### src/hdl/kaa_pkg.sv
// Shared constants and codes for the k-means assignment and accumulation block.
package kaa_pkg;

  localparam int unsigned FEAT_W  = 16;
  localparam int unsigned DIFF_W  = FEAT_W + 1;
  localparam int unsigned SQ_W    = 2 * DIFF_W;
  localparam int unsigned DIST_W  = 48;
  localparam int unsigned SUM_W   = 40;
  localparam int unsigned COUNT_W = 16;
  localparam int unsigned CL_W    = 4;
  localparam int unsigned EL_W    = 10;
  localparam int unsigned CCNT_W  = 5;
  localparam int unsigned FCNT_W  = 11;
  localparam int unsigned CFG_IDX_W  = 2;
  localparam int unsigned CFG_DATA_W = 11;

  localparam logic [1:0] OP_LOAD   = 2'd0;
  localparam logic [1:0] OP_SAMPLE = 2'd1;
  localparam logic [1:0] OP_READ   = 2'd2;
  localparam logic [1:0] OP_CLEAR  = 2'd3;

  localparam logic [CFG_IDX_W-1:0] REG_CLUSTER_COUNT = 2'd0;
  localparam logic [CFG_IDX_W-1:0] REG_FEATURE_COUNT = 2'd1;

endpackage

### src/hdl/kaa_cell.sv
// One distance accumulator cell of the rotating accumulator chain.
module kaa_cell (
  input  logic                       clk_i,
  input  logic                       rst_ni,
  input  logic                       clr_i,
  input  logic                       shift_i,
  input  logic [kaa_pkg::DIST_W-1:0] din_i,
  output logic [kaa_pkg::DIST_W-1:0] q_o
);
  import kaa_pkg::*;

  logic [DIST_W-1:0] acc_q, acc_d;

  always_comb begin
    acc_d = acc_q;
    if (clr_i) begin
      acc_d = '0;
    end else if (shift_i) begin
      acc_d = din_i;
    end
  end

  always_ff @(posedge clk_i or negedge rst_ni) begin
    if (!rst_ni) begin
      acc_q <= '0;
    end else begin
      acc_q <= acc_d;
    end
  end

  assign q_o = acc_q;

endmodule

### config.mk
export PLATFORM = sky130hd
export DESIGN_NAME = kaa_cell
export DESIGN_NICKNAME = d
export VERILOG_FILES = /design/src/hdl/kaa_pkg.sv /design/src/hdl/kaa_cell.sv
export SDC_FILE = /design/constraint.sdc
export NUM_CORES = 1
export LEC_CHECK = 0
export ABC_AREA = 1
export ABC_CLOCK_PERIOD_IN_PS = 1000
export BUFFER_PORTS_ARGS = -buffer_cell sky130_fd_sc_hd__buf_2
export CAP_MARGIN = 20
export CELL_PAD_IN_SITES_DETAIL_PLACEMENT = 1
export CELL_PAD_IN_SITES_GLOBAL_PLACEMENT = 1
export CORE_UTILIZATION = 34
export CTS_CLUSTER_DIAMETER = 40
export CTS_CLUSTER_SIZE = 20
export DETAILED_ROUTE_END_ITERATION = 7
export PLACE_DENSITY = 0.81
export REMOVE_ABC_BUFFERS = 1
export SLEW_MARGIN = 20
export SYNTH_ARGS = -nofsm -noshare
export SYNTH_HDL_FRONTEND = slang
export SYNTH_SLANG_ARGS = --single-unit
### constraint.sdc
create_clock -name clk_i -period 1 [get_ports clk_i]
set_input_delay 0.1 -clock clk_i [delete_from_list [all_inputs] [get_ports clk_i]]
set_output_delay 0.1 -clock clk_i [all_outputs]
set_load 0.01 [all_outputs]
==> qor.yml <==
status: "completed"
grt_pass1_vias: 1804
clock_sink_count: 48
holdPathStages: 3
power.total_mw: 4.04
ant_nets: 0
depth_of_the_worst_register_to_register_path: 2
number_of_nets_in_the_layout: 360
synth_warnings: 0
syn-instance-count: 209
grt_setup_unrepaired: "no"
drt_first_iter_violations: 120
synthFlopType: "sky130_fd_sc_hd__dfrtp_1"
grt_usage_pct: 19.1
hold_path_class: "in2reg"
wl_per_cell_um: 13.8
clk_pin_slew_worst_paths_ns: 0.09
crit_path_end_kind: "primary output"
timing_worst_slew_pin_value_ns: 0.257
drt-vias-per-instance: 4.68
clock_skew_ns: 0
yosysUniqueCellTypes: 7
max-vdd-ir-drop_mv: 0.706
tritoncts: "yes"
post_route_cells_drive_above_1_share_pct: 36.9
vias: 1774
final-max-slew-violation-count: 0
worst_path_max_delay_cell: "sky130_fd_sc_hd__dfrtp_1"
area_share_of_the_largest_cell_type_after_synthesis_pct: 63.1
yosys-top-cells-area: "sky130_fd_sc_hd__dfrtp_1, sky130_fd_sc_hd__nand2_1, sky130_fd_sc_hd__nand3_1, sky130_fd_sc_hd__buf_4, sky130_fd_sc_hd__buf_2"
reg2reg_from: "q_o[10]"
buffers_from_clock_root_to_sink_at_most: 2
worstHoldEndpoint: "q_o[21]"
io-pin-count: 100
grt_start_max_net_pins: 49
fin_worst_hold_slack_ns: 0.0275
clkLatencyLatePin_ns: 0.30
grt_antenna_before_repair: 0
largest_register_ff_count: 48
max_cap_violations: 0
fillerInstances: 654
worst-setup-path-type: "reg2out"
hpwlAfterDp_um: 3770
drc_errors: 0
worst_ep_required_time_ns: 0.90
min_from: "din_i[21]"
timing.critical_path.fanout_max: 2
power_density_nw_per_um2: 1530
cellLeakagePower_nw: 1.60
post_synth.cell_area_avg_um2: 9.11
syn-cell-area_um2: 1900
synth.largest_area_cell: "sky130_fd_sc_hd__dfrtp_1"
synth_seq_cells: 48
report.final.setup_viol: 0
max_freq_mhz: 1060
place.gp.congestion: 0.684
postLayoutCoreUtil_pct: 50.3
final.period_utilization_pct: 94.8
die_width_um: 76.8
antennaDiodeCount: 0
layout.cells.non_filler: 379
cts_root_buffer: "sky130_fd_sc_hd__clkbuf_8"
die_area_um2: 5900
totalWireLength_um: 5230
area_of_the_core_um2: 5240
h_tree_depth: 2
syn2layout_area_growth_pct: 38.2
finalCriticalPeriod_ns: 0.948
edff_count_synth: 0
cp_top_family: "flip-flops"
grt_remaining_overflow: 0
detail_route.first_pass.iterations: 4
synth_seq_area_share_pct: 63.1
numCtsBuffers: 5
asyncSetResetFlopFracSynth_pct: 100
worst_slew_margin_rel_pct: 82.9
cp_cell_sequence: "buf_2"
timing.critical_path.buf_inv: 1
numPortBuffers: 99
fp.dieH_um: 76.8
arrival_ns: 0.85
core.rowCount: 26
cpPeakStageDelay_ns: 0.40
worstReg2RegEnd: "q_o[10]"
initial_utilization_pct: 36.4
setup.worst_path.start_class: "flip-flop"
placed_cells: 370
r2r_setup_slack_ns: 0.36
library_cell_with_the_highest_instance_count_after_synthesis: "sky130_fd_sc_hd__nand2_1"
grt_pass1_wl_um: 8820
post_cts_setup_repair_buffer_count: 0
hold_viol: 0
yosys-top-cells-count: "sky130_fd_sc_hd__nand2_1, sky130_fd_sc_hd__dfrtp_1, sky130_fd_sc_hd__nand3_1"
==> kinds of logic after synthesis <==
group | share of synthesized area (%)
flip-flops | 63.1
AND/OR/NAND/NOR | 31.9
buffers and inverters | 5.06
==> final cells by class <==
type | count | area, um^2 | area share, %
Multi-Input combinational cell | 145 | 612 | 23.2
Sequential cell | 48 | 1200 | 45.6
Inverter | 1 | 3.75 | 0.143
Timing Repair Buffer | 107 | 621 | 23.6
Clock buffer | 6 | 72.6 | 2.76
Tap cell | 70 | 87.6 | 3.33
Clock inverter | 2 | 35.0 | 1.33
==> cell usage in the layout (no fill, tap or decap) <==
cell / n
sky130_fd_sc_hd__dfrtp_1: 48
sky130_fd_sc_hd__clkbuf_1: 1
sky130_fd_sc_hd__clkbuf_8: 5
sky130_fd_sc_hd__inv_1: 1
sky130_fd_sc_hd__nand2_1: 96
sky130_fd_sc_hd__buf_12: 5
sky130_fd_sc_hd__buf_2: 99
sky130_fd_sc_hd__dlygate4sd3_1: 1
sky130_fd_sc_hd__nand3_1: 48
sky130_fd_sc_hd__clkinv_2: 1
sky130_fd_sc_hd__buf_4: 2
sky130_fd_sc_hd__bufinv_16: 1
sky130_fd_sc_hd__nor2_4: 1
==> where the power goes <==
part           leakage, nW  total [mW]  internal [mW]  switching (mW)
combinational        0.903       0.564          0.246           0.318
sequential           0.638        2.11           2.05          0.0602
clock               0.0552        1.37          0.743           0.623
total                 1.60        4.04           3.04            1.00
==> metrics by stage <==
step / setup TNS, ns / area (um^2) / setup WS (ns)
CTS: 0 / 2630 / 0.0310
detailed placement: 0 / 2510 / 0.165
global route: 0 / 2630 / 0.0133
global placement: 0 / 2510 / 0.184
finish: 0 / 2630 / 0.0524
floorplan: -11.54 / 1810 / -0.240
==> how the worst max path moves through the flow <==
stage | startpoint | slack, ns | endpoint | depth (start not counted)
detailed placement | shift_i | 0.17 | q_o[40] | 4
CTS | q_o[34] | 0.03 | q_o[34] | 1
finish | q_o[34] | 0.05 | q_o[34] | 1
global route | q_o[34] | 0.01 | q_o[34] | 1
floorplan | clr_i | -0.24 | q_o[0] | 3
global placement | shift_i | 0.18 | q_o[23] | 4
==> worst min-delay path, cell delays in order <==
cell,delay [ns]
sky130_fd_sc_hd__buf_2,0.08
sky130_fd_sc_hd__nand3_1,0.06
sky130_fd_sc_hd__nand2_1,0.06
==> routing by layer <==
metal,GRT usage (%),share of wire [%]
met2,32.4,49
met5,0,0
met1,24.6,44
met3,3.45,5.3
met4,5.77,0.90
==> repair_timing <==
item	4_1_cts	5_1_grt
hold buffers	1	0
resized for setup	0	0
hold endpoints to repair	48	0
Note: power is estimated with default switching activity, not from simulation.
